[config.mk]
export PLATFORM = sky130hd
export DESIGN_NAME = bmi_queue
export DESIGN_NICKNAME = d
export VERILOG_FILES = /design/src/design/bmi_pkg.sv /design/src/design/bmi_queue.sv
export SDC_FILE = /design/constraint.sdc
export NUM_CORES = 1
export LEC_CHECK = 0
export ABC_AREA = 1
export BUFFER_PORTS_ARGS = -buffer_cell sky130_fd_sc_hd__buf_2
export CELL_PAD_IN_SITES_DETAIL_PLACEMENT = 1
export CELL_PAD_IN_SITES_GLOBAL_PLACEMENT = 2
export CORE_ASPECT_RATIO = 1.4
export CORE_MARGIN = 4
export CORE_UTILIZATION = 41
export DETAILED_ROUTE_END_ITERATION = 8
export PLACE_DENSITY_LB_ADDON = 0.1
export SLEW_MARGIN = 20
export SYNTH_ARGS = -nofsm -noshare
export SYNTH_HDL_FRONTEND = slang
export SYNTH_SLANG_ARGS = --single-unit
[constraint.sdc]
create_clock -name clk -period 5.3 [get_ports clk]
set_input_delay 0 -clock clk [delete_from_list [all_inputs] [get_ports clk]]
set_output_delay 0 -clock clk [all_outputs]
set_load 0.1 [all_outputs]
[src/design/bmi_pkg.sv]
// Shared constants, types and helpers for the bilinear map interpolator.
package bmi_pkg;

    localparam int MAP_DIM   = 16;
    localparam int FRAC_BITS = 8;

    localparam int MAP_SIZE  = MAP_DIM * MAP_DIM;
    localparam int ADDR_W    = $clog2(MAP_SIZE);
    localparam int COORD_ONE = 1 << FRAC_BITS;
    localparam int COORD_MAX = (MAP_DIM - 1) << FRAC_BITS;
    localparam int CL_W      = $clog2(COORD_MAX + 1);
    localparam int IDX_W     = CL_W - FRAC_BITS;
    localparam int WGT_W     = FRAC_BITS + 1;
    localparam int PROD_W    = 16 + WGT_W;
    localparam int H_W       = 16 + FRAC_BITS;
    localparam int SUM_W     = 16 + 2 * FRAC_BITS;
    localparam int LSH       = (2 * FRAC_BITS < 16) ? 16 - 2 * FRAC_BITS : 0;
    localparam int RSH       = (2 * FRAC_BITS > 16) ? 2 * FRAC_BITS - 16 : 0;
    localparam int EXT_W     = SUM_W + LSH + 1;
    localparam int RND_HALF  = (RSH > 0) ? (1 << (RSH - 1)) : 0;

    localparam int Q_DEPTH   = 2;
    localparam int Q_PTR_W   = (Q_DEPTH > 1) ? $clog2(Q_DEPTH) : 1;
    localparam int Q_CNT_W   = $clog2(Q_DEPTH + 1);

    localparam logic FUNC_WRITE  = 1'b0;
    localparam logic FUNC_LOOKUP = 1'b1;

    typedef logic [ADDR_W-1:0]    addr_t;
    typedef logic [FRAC_BITS-1:0] frac_t;

    typedef struct packed {
        logic            func;
        logic [3:0][ADDR_W-1:0] addr;
        logic [15:0]     data;
        frac_t           fx;
        frac_t           fy;
    } bmi_cmd_t;

    function automatic addr_t map_addr(int r, int c);
        return ADDR_W'(r * MAP_DIM + c);
    endfunction

    function automatic logic [CL_W-1:0] clamp_coord(logic signed [15:0] c);
        logic [CL_W-1:0] res;
        if (int'(c) < 0)
            res = '0;
        else if (int'(c) > COORD_MAX)
            res = CL_W'(COORD_MAX);
        else
            res = CL_W'(c);
        return res;
    endfunction

    function automatic logic [31:0] scale_sum(logic [SUM_W-1:0] s);
        logic [EXT_W-1:0] t;
        t = EXT_W'(s);
        t = (t + EXT_W'(RND_HALF)) >> RSH;
        t = t << LSH;
        return t[31:0];
    endfunction

endpackage

[src/design/bmi_queue.sv]
// Short command queue between front and back ends.
module bmi_queue import bmi_pkg::*; (
    input  logic     clk,
    input  logic     rst_n,
    input  logic     push,
    input  bmi_cmd_t push_cmd,
    output logic     full,
    input  logic     pop,
    output bmi_cmd_t pop_cmd,
    output logic     empty
);
    bmi_cmd_t             slot_reg [Q_DEPTH];
    logic [Q_PTR_W-1:0]   wr_ptr_reg, wr_ptr_next;
    logic [Q_PTR_W-1:0]   rd_ptr_reg, rd_ptr_next;
    logic [Q_CNT_W-1:0]   count_reg, count_next;

    always_comb
    begin
        wr_ptr_next = wr_ptr_reg;
        rd_ptr_next = rd_ptr_reg;
        count_next  = count_reg;
        if (push)
        begin
            wr_ptr_next = (int'(wr_ptr_reg) == Q_DEPTH - 1) ? '0 : Q_PTR_W'(wr_ptr_reg + 1'b1);
        end
        if (pop)
        begin
            rd_ptr_next = (int'(rd_ptr_reg) == Q_DEPTH - 1) ? '0 : Q_PTR_W'(rd_ptr_reg + 1'b1);
        end
        if (push && !pop)
        begin
            count_next = Q_CNT_W'(count_reg + 1'b1);
        end
        else if (pop && !push)
        begin
            count_next = Q_CNT_W'(count_reg - 1'b1);
        end
    end

    always_ff @(posedge clk or negedge rst_n)
    begin
        if (!rst_n)
        begin
            wr_ptr_reg <= '0;
            rd_ptr_reg <= '0;
            count_reg  <= '0;
        end
        else
        begin
            wr_ptr_reg <= wr_ptr_next;
            rd_ptr_reg <= rd_ptr_next;
            count_reg  <= count_next;
        end
    end

    always_ff @(posedge clk)
    begin
        if (push)
        begin
            slot_reg[wr_ptr_reg] <= push_cmd;
        end
    end

    assign full    = (int'(count_reg) == Q_DEPTH);
    assign empty   = (count_reg == '0);
    assign pop_cmd = slot_reg[rd_ptr_reg];

    a_no_pop_empty: assert property (@(posedge clk) disable iff (!rst_n)
        pop |-> !empty)
        else $error("queue popped while empty");

    a_no_push_full: assert property (@(posedge clk) disable iff (!rst_n)
        push |-> int'(count_reg) != Q_DEPTH)
        else $error("queue pushed while full");
endmodule

==> run summary <==
Before CTS, the worst setup slack after placement is 3.08 ns. The clock tree synthesis step divided the H-tree into 4 levels. The wire length of the first global-routing pass is 15500 um. Of the cells placed in the final design, the portion with a size suffix greater than 1 is 0.512. The DRC violation count after routing came out at 0.

The number of instances in the synthesized netlist came out at 227. The post-layout instance count excluding filler cells came out at 606. The headroom to the max-slew limit is 0.333. The final antenna diode count came out at 0. Setup violations remaining at the end of the flow were counted as 0.

The first-pass detailed-route iteration total is 4. The average detailed-routed wire length per instance is 16.5 um. The floorplan die height is 139 um. The tree is rooted in a sky130_fd_sc_hd__clkbuf_16. The kind of critical path is flip-flop to output pin. The number of flip-flops under the largest register name came out at 130. Counting every sink on the clock net gives 134. At the end of the flow, the number of nets in the layout was 516. The die covers 0.0142 mm2. The total negative slack came out at 0 ns. The number of global-route vias before repair is 3069. The clock skew is 0.00888 ns. The count of pins on the block boundary came out at 136. After the first detailed-routing iteration, the DRC count stood at 93.

Setup repair after global routing left no endpoint under its margin. Counting along the longest clock path gives a buffer depth of 2. The final period utilization is 0.415. The maximum clock rate is 0.455 GHz. Leaving out fill and tap cells, the most frequent cell in the layout is sky130_fd_sc_hd__buf_2. The die span in x is 102 um. Along the worst path, the maximum fanout reaches 34. The initial utilization of the core area, before any placement, comes to 0.424.

The initialized floorplan defines 47 standard-cell rows. The final weighted congestion in routability-driven placement is 0.713. The vias after detailed routing came out at 2773. Data on the critical path arrives at its endpoint at 2.20 ns. Entering global routing, the biggest net connects 67 pins.

The vias per cell is 4.58. The final instance area came out at 0.00719 mm2. The HPWL after detailed placement is 6230 um. The sum of overflow across all layers after global routing is 0. For the worst setup path, the data required time is 5.30 ns.

The number of library cell types mapped by synthesis came out at 14. The flow ran to the end, and the final reports show no timing, DRC or antenna violations. Summing all placed instances gives a cell area of 0.00588 mm2.

The kind of path behind the tightest hold check is input port to flip-flop. The net count after synthesis is 297. Across every metal layer, demand over resource in global routing totals 0.146. Buffers placed on the I/O ports in this run total 135.

The TritonCTS buffer count is 17. The total of warnings raised by yosys came out at 0. After clock tree synthesis, the clock-pin slew on the worst setup and hold paths is 0.06 ns. From synthesis to final layout, the design area changed by 42.0%. The initial antenna violation count is 0. The number of placed cells counting well taps is 504. The number of max-slew violations in the final report was 0.

The total of flip-flops plus latches after synthesis is 134. The final worst-path setup slack came out at 3.10 ns. The transition time of the tightest slew-check pin came out at 0.999 ns. The type of element launching the critical path is a flip-flop. In this run the mean area of a mapped cell was 22.3 um2. The later pin in the worst-skew pair is clocked with a latency of 0.41 ns. After layout, the minimum clock period comes to 2.20 ns. The number of hold violations in the final report is 0.

The count of antenna-violating nets left after detailed routing is 0. The share of the Yosys chip area taken by registers is 0.791. TritonCTS built the clock tree.

The overall routed net length is 10000 um. The area of the mapped netlist came out at 0.00506 mm2. Leaving out fill and tap cells, the most frequent cells in the layout are 135 x sky130_fd_sc_hd__buf_2, 130 x sky130_fd_sc_hd__edfxtp_1, 69 x sky130_fd_sc_hd__dlygate4sd3_1. Max-cap violations in this run came to 0. The region available for standard cell placement spans 0.0119 mm2. The endpoint class of the critical path is an output pin.
-- cell type report --
type,instances,area (um2)
fillers,1109,4750
flip-flops and latches,134,4010
repair buffers,207,1410
multi-input cells,79,970
clock buffers,18,429
well taps,147,184
clock inverters,14,160
inverters,7,26.3
-- stage by stage --
step                       util  hold WS (ns)
after global placement    0.492        -0.186
after global routing      0.602         0.315
after floorplan               -        -0.296
after detailed placement  0.492        -0.185
after CTS                 0.600         0.289
final                     0.602         0.315
-- final timing paths --
path	from	end	cells after the start	slack (ns)
max in group asynchronous	rst_n	rd_ptr_reg	3	4.59
hold / removal	push_cmd[11]	slot_reg[1][11]	2	0.32
setup / recovery	rd_ptr_reg	pop_cmd[44]	3	3.10
hold reg to reg	count_reg[1]	count_reg[1]	2	0.53
setup reg to reg	wr_ptr_reg	slot_reg[0][15]	2	3.16
min in group asynchronous	rst_n	count_reg[0]	3	0.51
-- kinds of logic (layout without fill, tap and decap cells) --
family                   Yosys count  in the layout  share of synthesized area
AND/OR/NAND/NOR                   10             10                    0.00816
adder cells (fa/ha/maj)            1              1                    0.00247
multiplexers                      65             65                      0.174
buffers and inverters             14            246                     0.0183
XOR/XNOR                           3              3                    0.00520
flip-flops                       134            134                      0.791
-- cells in the mapped netlist --
master	count	area (um2)
sky130_fd_sc_hd__nor2_1	3	11.3
sky130_fd_sc_hd__nand4_1	1	6.26
sky130_fd_sc_hd__dfrtp_1	4	100
sky130_fd_sc_hd__nand3_1	1	5.00
sky130_fd_sc_hd__edfxtp_1	130	3900
sky130_fd_sc_hd__nand2_1	5	18.8
sky130_fd_sc_hd__ha_1	1	12.5
sky130_fd_sc_hd__buf_2	2	10.0
sky130_fd_sc_hd__mux2_2	25	282
sky130_fd_sc_hd__mux2_4	40	601
sky130_fd_sc_hd__buf_6	5	56.3
sky130_fd_sc_hd__inv_1	7	26.3
sky130_fd_sc_hd__xor2_1	2	17.5
sky130_fd_sc_hd__xnor2_1	1	8.76
-- worst max-delay path, cell delays in order, from the launching register on --
cell and delay [ns]:
sky130_fd_sc_hd__dfrtp_4 0.79, sky130_fd_sc_hd__buf_16 0.31, sky130_fd_sc_hd__mux2_2 0.38, sky130_fd_sc_hd__buf_2 0.30
-- per-layer routing --
layer	global-route usage	share of wire	wire (um)
met5	0	0	0
met2	0.261	0.55	5530
met1	0.157	0.38	3790
met4	0.0643	0.012	123
met3	0.0431	0.057	567
-- timing repair --
item | in CTS | in global routing
endpoints found under the hold margin | 137 | 0
resized for setup | 0 | 0
buffers inserted | 0 | 0
hold buffers | 69 | 0
Power is left out: the tool's default activity adds up to more than one toggle a clock period on the data nets, which glitch-free logic cannot reach.
