$ cat config.mk
export PLATFORM = sky130hd
export DESIGN_NAME = bmi_front_flat
export DESIGN_NICKNAME = d
export VERILOG_FILES = /design/src/design/bmi_pkg.sv /design/src/design/bmi_req_if.sv /design/src/design/bmi_front.sv /design/src/flat_wrapper.sv
export SDC_FILE = /design/constraint.sdc
export NUM_CORES = 1
export LEC_CHECK = 0
export ABC_AREA = 1
export BUFFER_PORTS_ARGS = -buffer_cell sky130_fd_sc_hd__buf_2
export CAP_MARGIN = 0
export CORE_AREA = 2 2 60 62
export DETAILED_ROUTE_END_ITERATION = 8
export DIE_AREA = 0 0 62 64
export GPL_TIMING_DRIVEN = 0
export PLACE_DENSITY = 0.74
export SLEW_MARGIN = 40
export SYNTH_ARGS = -nofsm -noshare
export SYNTH_HDL_FRONTEND = slang
export SYNTH_SLANG_ARGS = --single-unit
$ cat constraint.sdc
create_clock -name vclk -period 1.7
set_clock_uncertainty 0.15 [all_clocks]
set_input_delay 0.17 -clock vclk [all_inputs]
set_output_delay 0.17 -clock vclk [all_outputs]
set_load 0.02 [all_outputs]
$ cat src/design/bmi_pkg.sv
// Shared constants, types and helpers for the bilinear map interpolator.
package bmi_pkg;

    localparam int MAP_DIM   = 16;
    localparam int FRAC_BITS = 8;

    localparam int MAP_SIZE  = MAP_DIM * MAP_DIM;
    localparam int ADDR_W    = $clog2(MAP_SIZE);
    localparam int COORD_ONE = 1 << FRAC_BITS;
    localparam int COORD_MAX = (MAP_DIM - 1) << FRAC_BITS;
    localparam int CL_W      = $clog2(COORD_MAX + 1);
    localparam int IDX_W     = CL_W - FRAC_BITS;
    localparam int WGT_W     = FRAC_BITS + 1;
    localparam int PROD_W    = 16 + WGT_W;
    localparam int H_W       = 16 + FRAC_BITS;
    localparam int SUM_W     = 16 + 2 * FRAC_BITS;
    localparam int LSH       = (2 * FRAC_BITS < 16) ? 16 - 2 * FRAC_BITS : 0;
    localparam int RSH       = (2 * FRAC_BITS > 16) ? 2 * FRAC_BITS - 16 : 0;
    localparam int EXT_W     = SUM_W + LSH + 1;
    localparam int RND_HALF  = (RSH > 0) ? (1 << (RSH - 1)) : 0;

    localparam int Q_DEPTH   = 2;
    localparam int Q_PTR_W   = (Q_DEPTH > 1) ? $clog2(Q_DEPTH) : 1;
    localparam int Q_CNT_W   = $clog2(Q_DEPTH + 1);

    localparam logic FUNC_WRITE  = 1'b0;
    localparam logic FUNC_LOOKUP = 1'b1;

    typedef logic [ADDR_W-1:0]    addr_t;
    typedef logic [FRAC_BITS-1:0] frac_t;

    typedef struct packed {
        logic            func;
        logic [3:0][ADDR_W-1:0] addr;
        logic [15:0]     data;
        frac_t           fx;
        frac_t           fy;
    } bmi_cmd_t;

    function automatic addr_t map_addr(int r, int c);
        return ADDR_W'(r * MAP_DIM + c);
    endfunction

    function automatic logic [CL_W-1:0] clamp_coord(logic signed [15:0] c);
        logic [CL_W-1:0] res;
        if (int'(c) < 0)
            res = '0;
        else if (int'(c) > COORD_MAX)
            res = CL_W'(COORD_MAX);
        else
            res = CL_W'(c);
        return res;
    endfunction

    function automatic logic [31:0] scale_sum(logic [SUM_W-1:0] s);
        logic [EXT_W-1:0] t;
        t = EXT_W'(s);
        t = (t + EXT_W'(RND_HALF)) >> RSH;
        t = t << LSH;
        return t[31:0];
    endfunction

endpackage

$ cat src/design/bmi_req_if.sv
// Request channel: map writes and lookups.
interface bmi_req_if;
    logic        valid;
    logic        ready;
    logic        func;
    logic [3:0]  row;
    logic [3:0]  col;
    logic [15:0] entry_value;
    logic signed [15:0] coord_x;
    logic signed [15:0] coord_y;

    modport source (output valid, func, row, col, entry_value, coord_x, coord_y,
                    input ready);
    modport sink   (input valid, func, row, col, entry_value, coord_x, coord_y,
                    output ready);
endinterface

$ cat src/design/bmi_front.sv
// Front end: accept transactions, clamp coordinates and form map addresses.
module bmi_front import bmi_pkg::*; (
    bmi_req_if.sink    req,
    input  logic       full,
    output logic       push,
    output bmi_cmd_t   cmd
);
    logic [CL_W-1:0]  cx, cy;
    logic [IDX_W-1:0] ix, iy, ix1, iy1;
    logic             in_map;

    always_comb
    begin
        cx  = clamp_coord(req.coord_x);
        cy  = clamp_coord(req.coord_y);
        ix  = cx[CL_W-1:FRAC_BITS];
        iy  = cy[CL_W-1:FRAC_BITS];
        ix1 = (int'(ix) < MAP_DIM - 1) ? IDX_W'(ix + 1'b1) : ix;
        iy1 = (int'(iy) < MAP_DIM - 1) ? IDX_W'(iy + 1'b1) : iy;
        in_map = (int'(req.row) < MAP_DIM) && (int'(req.col) < MAP_DIM);

        cmd.func = req.func;
        cmd.data = req.entry_value;
        cmd.fx   = cx[FRAC_BITS-1:0];
        cmd.fy   = cy[FRAC_BITS-1:0];
        if (req.func == FUNC_WRITE)
        begin
            cmd.addr[0] = map_addr(int'(req.row), int'(req.col));
            cmd.addr[1] = cmd.addr[0];
            cmd.addr[2] = cmd.addr[0];
            cmd.addr[3] = cmd.addr[0];
        end
        else
        begin
            cmd.addr[0] = map_addr(int'(iy),  int'(ix));
            cmd.addr[1] = map_addr(int'(iy),  int'(ix1));
            cmd.addr[2] = map_addr(int'(iy1), int'(ix));
            cmd.addr[3] = map_addr(int'(iy1), int'(ix1));
        end
    end

    assign req.ready = !full;
    assign push      = req.valid && !full && (req.func == FUNC_LOOKUP || in_map);
endmodule

$ cat src/flat_wrapper.sv
// flat-port wrapper written by rule: the top's interface ports become plain ports
module bmi_front_flat import bmi_pkg::*;
  (full, push, cmd, req_valid, req_func, req_row, req_col, req_entry_value, req_coord_x, req_coord_y, req_ready);
  bmi_req_if req_i ();
  input  logic full;
  output logic push;
  output bmi_cmd_t cmd;
  input wire logic [$bits(req_i.valid)-1:0] req_valid;
  input wire logic [$bits(req_i.func)-1:0] req_func;
  input wire logic [$bits(req_i.row)-1:0] req_row;
  input wire logic [$bits(req_i.col)-1:0] req_col;
  input wire logic [$bits(req_i.entry_value)-1:0] req_entry_value;
  input wire logic [$bits(req_i.coord_x)-1:0] req_coord_x;
  input wire logic [$bits(req_i.coord_y)-1:0] req_coord_y;
  output wire logic [$bits(req_i.ready)-1:0] req_ready;
  assign req_i.valid = req_valid;
  assign req_i.func = req_func;
  assign req_i.row = req_row;
  assign req_i.col = req_col;
  assign req_i.entry_value = req_entry_value;
  assign req_i.coord_x = req_coord_x;
  assign req_i.coord_y = req_coord_y;
  assign req_ready = req_i.ready;
  bmi_front u_core (.req(req_i), .full(full), .push(push), .cmd(cmd));
endmodule
==> impl_results.md, run 1 <==
* Status: complete, but fails checks
* Failing checks: negative setup slack
* Busiest grt layer: met2
* Io pins at 126
* Cell Rows at 21
* Final ANT Viol Nets at 0
* Via density at 4.63
* Finished Layout Cells at 355
* Core area at 3280 um2
* Post-place instance area at 1720 um2
* CP max-delay cell: o21ai_4
* Post-Syn Nets at 247
* GR Overflow Total at 0
* Final min period at 2.19 ns
* Met1 Use GR at 22.8%
* Setup TNS at -6.60 ns
* Leakage at 1.24 nW
* Mean Syn Cell Area at 5.11 um2
* WL final at 4660 um
* Relative slew margins at 71.2%
* DIE HEIGHT at 64 um
* CP Data Arrival Time at 1.87 ns
* Hold slack at 0.407 ns
* Final period util at 129%
* Cell Area, Synth at 951 um2
* Worst Path Max Fanout at 4
* Top post-synthesis cells by area: buf_4, nand2_1, nor2_1
* Met2 usage at 32.9%
* Die width at 62 um
* CP Launch Point: req_coord_x[1]
* Worst Hold Depth at 2
* Via total after detailed routing at 1,645
* Worst-Margin Slew at 0.432 ns
* Final setup vio count at 25
* First DRT Iteration DRCs at 72
* RePlAce Congestion at 0.801
* Cell count after placement at 341
* Layout net count at 372
* Die area at 3970 um2
* WP data required at 1.38 ns
* Met3 Resource Use GR at 1.82%
* CLK BUF at 0
* DR pass1 iterations at 4
* Vias in the first global route at 1,449
* Seq cells at 0
* Slew Viols, Final at 0
* VDD IR-drop max at 0.131 mV
* Post-DP HPWL at 2630 um
* Startpoint types: primary input
* Initial antenna violation count at 0
* Power density over the cells at 315 nW/um2
* Mapped Cells at 186
* Number of port buffers at 109
* Wirelength per Cell at 13.1 um
* RSZ-0062 raised after global routing: true
* DRC viols at 0
* Area grow syn2layout at 149%
* Flip-flop and latch area at 0 um2
* Sequential area share after synthesis at 0%
* Initial core utilization at 29.0%
* Tot GR Track Use at 18.7%
* Post-synth top area cell: buf_4
* Global-route wire length before repair at 6000 um
* Crit Path Category: in -> out
* Count of different cell masters after synthesis at 19
* Cell area after layout at 2370 um2
* Largest net degree at the start of global routing at 11
* # diodes at 0
* Share of layout cells above drive strength 1 at 76.1%
* Hold endpoint: cmd[19]
* Max_cap viols at 0
* Warnings, synthesis at 0
* Post-synth top area share at 26.1%
* Hold Buf Count CTS at 0
* Crit-path cells: buf_8, nor2_4, nand3_2, o21ai_4, nand2_4, o21ai_4, inv_2, ha_4, nand2_4, nor2_4, nand2_1, nand3_2, nand2_2, buf_6, buf_6
* Setup crit end kind: primary output
* Peak Freq at 456 MHz
* Type of the tightest min-delay check: in -> out
* Hold path startpoint: req_entry_value[3]
* Final Hold Fails at 0
* Critical path's largest stage delay at 0.21 ns
* Setup ws final at -0.495 ns
[stage by stage]
step | power, W | setup WS (ns) | utilization, %
3_5_place_dp | 0.000540 | -0.518 | 52.5
3_3_place_gp | 0.000534 | -0.485 | 52.5
4_1_cts | 0.000682 | -0.342 | 67.0
6_report | 0.000747 | -0.495 | 72.1
2_1_floorplan | 0.000372 | -0.185 | -
5_1_grt | 0.000792 | -0.535 | 72.1
[synth_stat cells]
master	number
nand2_1	46
buf_4	33
nor2_1	30
inv_1	25
nand3_1	17
o21ai_0	10
o21ai_2	5
nand2_2	4
clkbuf_1	2
ha_1	2
nor2_2	2
nor3_2	2
o211ai_1	2
buf_6	1
inv_2	1
nand3b_1	1
nor3_1	1
o21ai_1	1
o21bai_1	1
[worst max-delay path: cells and delay by family]
| family | cells | cell delay (ns) |
|---|---|---|
| simple gates | 8 | 0.73 |
| compound gates | 2 | 0.40 |
| buf+inv | 4 | 0.38 |
| fa+ha+maj | 1 | 0.17 |
[area by class of cell]
type               count  area [um2]
fillers              238         917
repair buffers       125         940
well taps             46        57.6
inverters             26         105
multi-input cells    124         975
plain buffers         34         290
[what timing repair did]
item                                    4_1_cts  5_1_grt
setup buffers                                27        6
pin swaps                                    31       26
endpoints found under the setup margin       20       42
resized for setup                            93       69
cloned                                        0        0
[cells by family after synthesis]
family | synth area share [%]
adders and majority gates | 2.63
AOI/OAI and AO/OA | 12.8
buffers and inverters | 38.3
and+or+nand+nor | 46.3
[routing by layer]
metal | vias up | share of wire (%)
li1 | 794 | -
met1 | 738 | 36
met2 | 97 | 53
met3 | 16 | 7.4
met4 | 0 | 3.5
met5 | - | 0
[cells in the final DEF (no fill, tap or decap), types with 8 or more instances in the layout]
cell / Yosys / final
inv_2: 1 / 9
inv_1: 25 / 14
buf_6: 1 / 51
nor2_1: 30 / 16
buf_4: 33 / 37
nand2_2: 4 / 14
buf_2: 0 / 67
nand2_1: 46 / 30
o21ai_4: 0 / 8
nor2_4: 0 / 15
[worst max-delay path by stage]
| stage | to | slack, ns | depth (start not counted) |
|---|---|---|---|
| global route | cmd[56] | -0.54 | 15 |
| detailed placement | cmd[63] | -0.52 | 16 |
| CTS | cmd[57] | -0.34 | 13 |
| global placement | cmd[63] | -0.49 | 16 |
| finish | cmd[56] | -0.49 | 15 |
| floorplan | cmd[58] | -0.18 | 11 |
[where the power goes]
| group | internal, W | switching, W | leakage [nW] |
|---|---|---|---|
| combinational | 0.000358 | 0.000389 | 1.24 |
| sequential | 0 | 0 | 0 |
| clock | 0 | 0 | 0 |
Power figures use the tool's default switching activity.
==> run 2: changes to the inputs <==
--- a/config.mk
+++ b/config.mk
@@ -5,14 +5,13 @@
 export SDC_FILE = /design/constraint.sdc
 export NUM_CORES = 1
 export LEC_CHECK = 0
-export ABC_AREA = 1
 export BUFFER_PORTS_ARGS = -buffer_cell sky130_fd_sc_hd__buf_2
 export CAP_MARGIN = 0
-export CORE_AREA = 2 2 60 62
+export CORE_AREA = 2 2 59 61
 export DETAILED_ROUTE_END_ITERATION = 8
-export DIE_AREA = 0 0 62 64
+export DIE_AREA = 0 0 61 63
 export GPL_TIMING_DRIVEN = 0
-export PLACE_DENSITY = 0.74
+export PLACE_DENSITY = 0.75
 export SLEW_MARGIN = 40
 export SYNTH_ARGS = -nofsm -noshare
 export SYNTH_HDL_FRONTEND = slang
==> run 2 against run 1 <==
Effect of this change: highest routed layer unchanged; synthesized area fell by 2.2%; synthesized cell count decreased by 26%; critical endpoint is now cmd[58]; worst hold slack hardly changed; largest cell class unchanged; global-route usage is 0.33 points lower; utilization decreased by 1.3 points; first-iteration DRC count is 46% lower; the flow still finishes with violations (negative setup slack); critical path depth shrank 5.
==> impl_results.md, run 2 <==
* Worst-Margin Slew at 0.644 ns (+0.212 ns)
* Cell Area, Synth at 930 um2 (-2.2%)
* VDD IR-drop max at 0.191 mV (+46%)
* Most frequent cells in the layout: buf_2, buf_6, buf_4, nor3b_1, nand2_1
* Hold path startpoint: req_entry_value[4]
* Tot GR Track Use at 18.4% (-0.33 points)
* Most frequent CP cell: buf_6
* Slew Viols, Final at 0 (unchanged)
* RSZ-0062 raised after global routing: true
* DIE HEIGHT at 63 um (-1.6%)
* Mean Syn Cell Area at 6.74 um2 (+32%)
* Die area at 3840 um2 (-3.2%)
* Post-DP HPWL at 2720 um (+3.1%)
* Wirelength per Cell at 13.9 um (+6.3%)
* Global-route wire length before repair at 5780 um (-3.7%)
* Share of layout cells above drive strength 1 at 78.7% (+2.7 points)
* Final setup vio count at 17 (-32%)
* Crit-path cells: buf_8, nor3_4, a21oi_4, ha_4, buf_6, nor4bb_1, o21ai_1, a31o_2, buf_6, buf_6
* Crit Path Category: in -> out
* Simple logic cell fraction of the synthesized area at 37.4% (-8.9 points)
* GR Overflow Total at 0 (unchanged)
* Via density at 4.96 (+7.1%)
* Post-synth top area cell: buf_4
* Switching share of power at 49.9% (-2.2 points)
* Worst Path Max Fanout at 4 (unchanged)
* Flip-flop and latch area at 0 um2 (unchanged)
* Hold endpoint: cmd[20]
* Leakage at 1.11 nW (-10%)
* Number of port buffers at 110 (+0.92%)
* Area fraction in compound gates after synthesis at 20.6% (+7.8 points)
* RePlAce Congestion at 0.786 (-1.8%)
* Combinational share of power at 100.0% (about the same)
* Layout net count at 326 (-12%)
* Main combinational cell family by area after synthesis: simple AND/OR/NAND/NOR gates
* Final min period at 1.98 ns (-0.218 ns)
* Warnings, synthesis at 0 (unchanged)
* Count leader, synth: buf_4
* Critical path's largest stage delay at 0.30 ns (+0.09 ns)
* Fill count at 264 (+11%)
* Cell Rows at 21 (unchanged)
* First DRT Iteration DRCs at 39 (-46%)
* Startpoint types: primary input
* Flop pwr share at 0% (unchanged)
* Largest net degree at the start of global routing at 11 (unchanged)
* Vias in the first global route at 1,307 (-9.8%)
* Relative slew margins at 57.1% (-14 points)
* CLK BUF at 0 (unchanged)
* DP Worst Slack at -0.407 ns (+0.111 ns)
* Seq cells at 0 (unchanged)
* Worst Path Buf+Inv at 4 (unchanged)
* Final core utilization at 70.8% (-1.3 points)
* Switching pwr at 0.000362 W (-6.9%)
* Delay-heaviest family, CP: compound AO/OA/AOI/OAI gates
* Int Pwr at 0.000363 W (+1.5%)
* Status: complete, but fails checks
* Sequential area share after synthesis at 0% (unchanged)
* Top post-synthesis cells by area: buf_4, nor3b_1, mux2_2
* Area of the multi-input gates at 988 um2 (+1.4%)
* CP Data Arrival Time at 1.66 ns (-0.21 ns)
* Worst Hold Depth at 2 (unchanged)
* Final Hold Fails at 0 (unchanged)
* Initial core utilization at 28.8% (-0.19 points)
* Via total after detailed routing at 1,533 (-6.8%)
* Count of different cell masters after synthesis at 36 (+17)
* Post-Syn Nets at 199 (-19%)
* Setup ws final at -0.277 ns (+0.218 ns)
* Final ANT Viol Nets at 0 (unchanged)
* Max_cap viols at 0 (unchanged)
* Core area at 3230 um2 (-1.6%)
* Power density over the cells at 317 nW/um2 (+0.53%)
* Area grow syn2layout at 146%
* Initial antenna violation count at 0 (unchanged)
* Final period util at 116% (-13 points)
* DRC viols at 0 (unchanged)
* Post-synth top area share at 26.6% (+0.60 points)
* Type of the tightest min-delay check: in -> out
* DR pass1 iterations at 4 (unchanged)
* Failing checks: negative setup slack
* Xor and xnor area share after synthesis at 0.942% (+0.94 points)
* Clk pwr share at 0% (unchanged)
* Adder-cell share of the synthesized area at 2.69% (+0.060 points)
* Io pins at 126 (unchanged)
* Mapped Cells at 138 (-26%)
* Post-synthesis mux area share at 4.85% (+4.8 points)
* Commonest non-fill, non-tap cell in the layout: buf_2
* Die width at 61 um (-1.6%)
* Hold Buf Count CTS at 0 (unchanged)
* Setup crit end kind: primary output
* WP data required at 1.38 ns (about the same)
* WL final at 4310 um (-7.5%)
* # diodes at 0 (unchanged)
* Peak Freq at 506 MHz (+11%)
* Leading cell types by count after synthesis: buf_4, nor3b_1, inv_1, nand2_1
* CP max-delay cell: nor3_4
run 2: cell types whose count changed in the layout (fill, tap and decap cells not counted), sizes merged, moves of 4 or more:
cell and delta:
nand2 -41, nor2 -27, inv -16, nor3b +16, nand3 -15, o21ai -11, a21oi +7, nor4 +7
buf +4, mux2 +4
run 2: layout make-up:
cell class / count / area share [%]
repair buffers: 126 / 39.8
plain buffers: 35 / 12.6
well taps: 46 / 2.52
inverters: 10 / 1.86
multi-input cells: 92 / 43.2
run 2: metrics by stage:
stage	power (W)	TNS, ns	hold slack [ns]	area, um2	std cells
6_report	0.000725	-2.86	0.407	2290	309
5_1_grt	0.000764	-4.24	0.410	2290	309
3_3_place_gp	0.000529	-3.99	0.408	1680	294
3_5_place_dp	0.000534	-4.17	0.408	1680	294
2_1_floorplan	0.000353	-0.571	0.267	1070	138
4_1_cts	0.000664	-1.90	0.408	2110	305
run 2: routing by layer:
metal	vias to the layer above	track usage, %	part of all wire, %
li1	733	-	-
met4	0	1.90	2.2
met3	10	0.828	6.2
met1	715	21.5	36
met5	-	0	0
met2	75	36.2	55
run 2: logic make-up (layout without fill, tap and decap cells):
kind of cell               count (synthesis)  after routing
AOI/OAI and AO/OA                         28             28
xor gates and xnor gates                   1              1
adders and majority gates                  2              2
buffers and inverters                     46            171
muxes                                      4              4
and+or+nand+nor                           57             57
run 2: repair_timing:
item	in CTS	in global routing
pin swaps	18	4
setup endpoints to repair	16	37
setup buffers	12	6
gates resized for setup	88	33
run 2: how the worst max path moves through the flow:
stage | end | depth (start not counted) | slack [ns] | start
after floorplan | cmd[57] | 6 | -0.21 | req_coord_x[13]
after global placement | cmd[57] | 8 | -0.39 | req_coord_x[13]
after detailed placement | cmd[57] | 8 | -0.41 | req_coord_x[13]
after CTS | cmd[58] | 10 | -0.23 | req_coord_x[12]
after global routing | cmd[62] | 10 | -0.34 | req_coord_y[14]
final | cmd[58] | 10 | -0.28 | req_coord_x[14]
run 2: power by group through the flow:
stage	sequential, W	clock, W	combinational (W)
2_1_floorplan	0	0	0.000353
3_3_place_gp	0	0	0.000529
3_5_place_dp	0	0	0.000534
6_report	0	0	0.000725
4_1_cts	0	0	0.000664
5_1_grt	0	0	0.000764
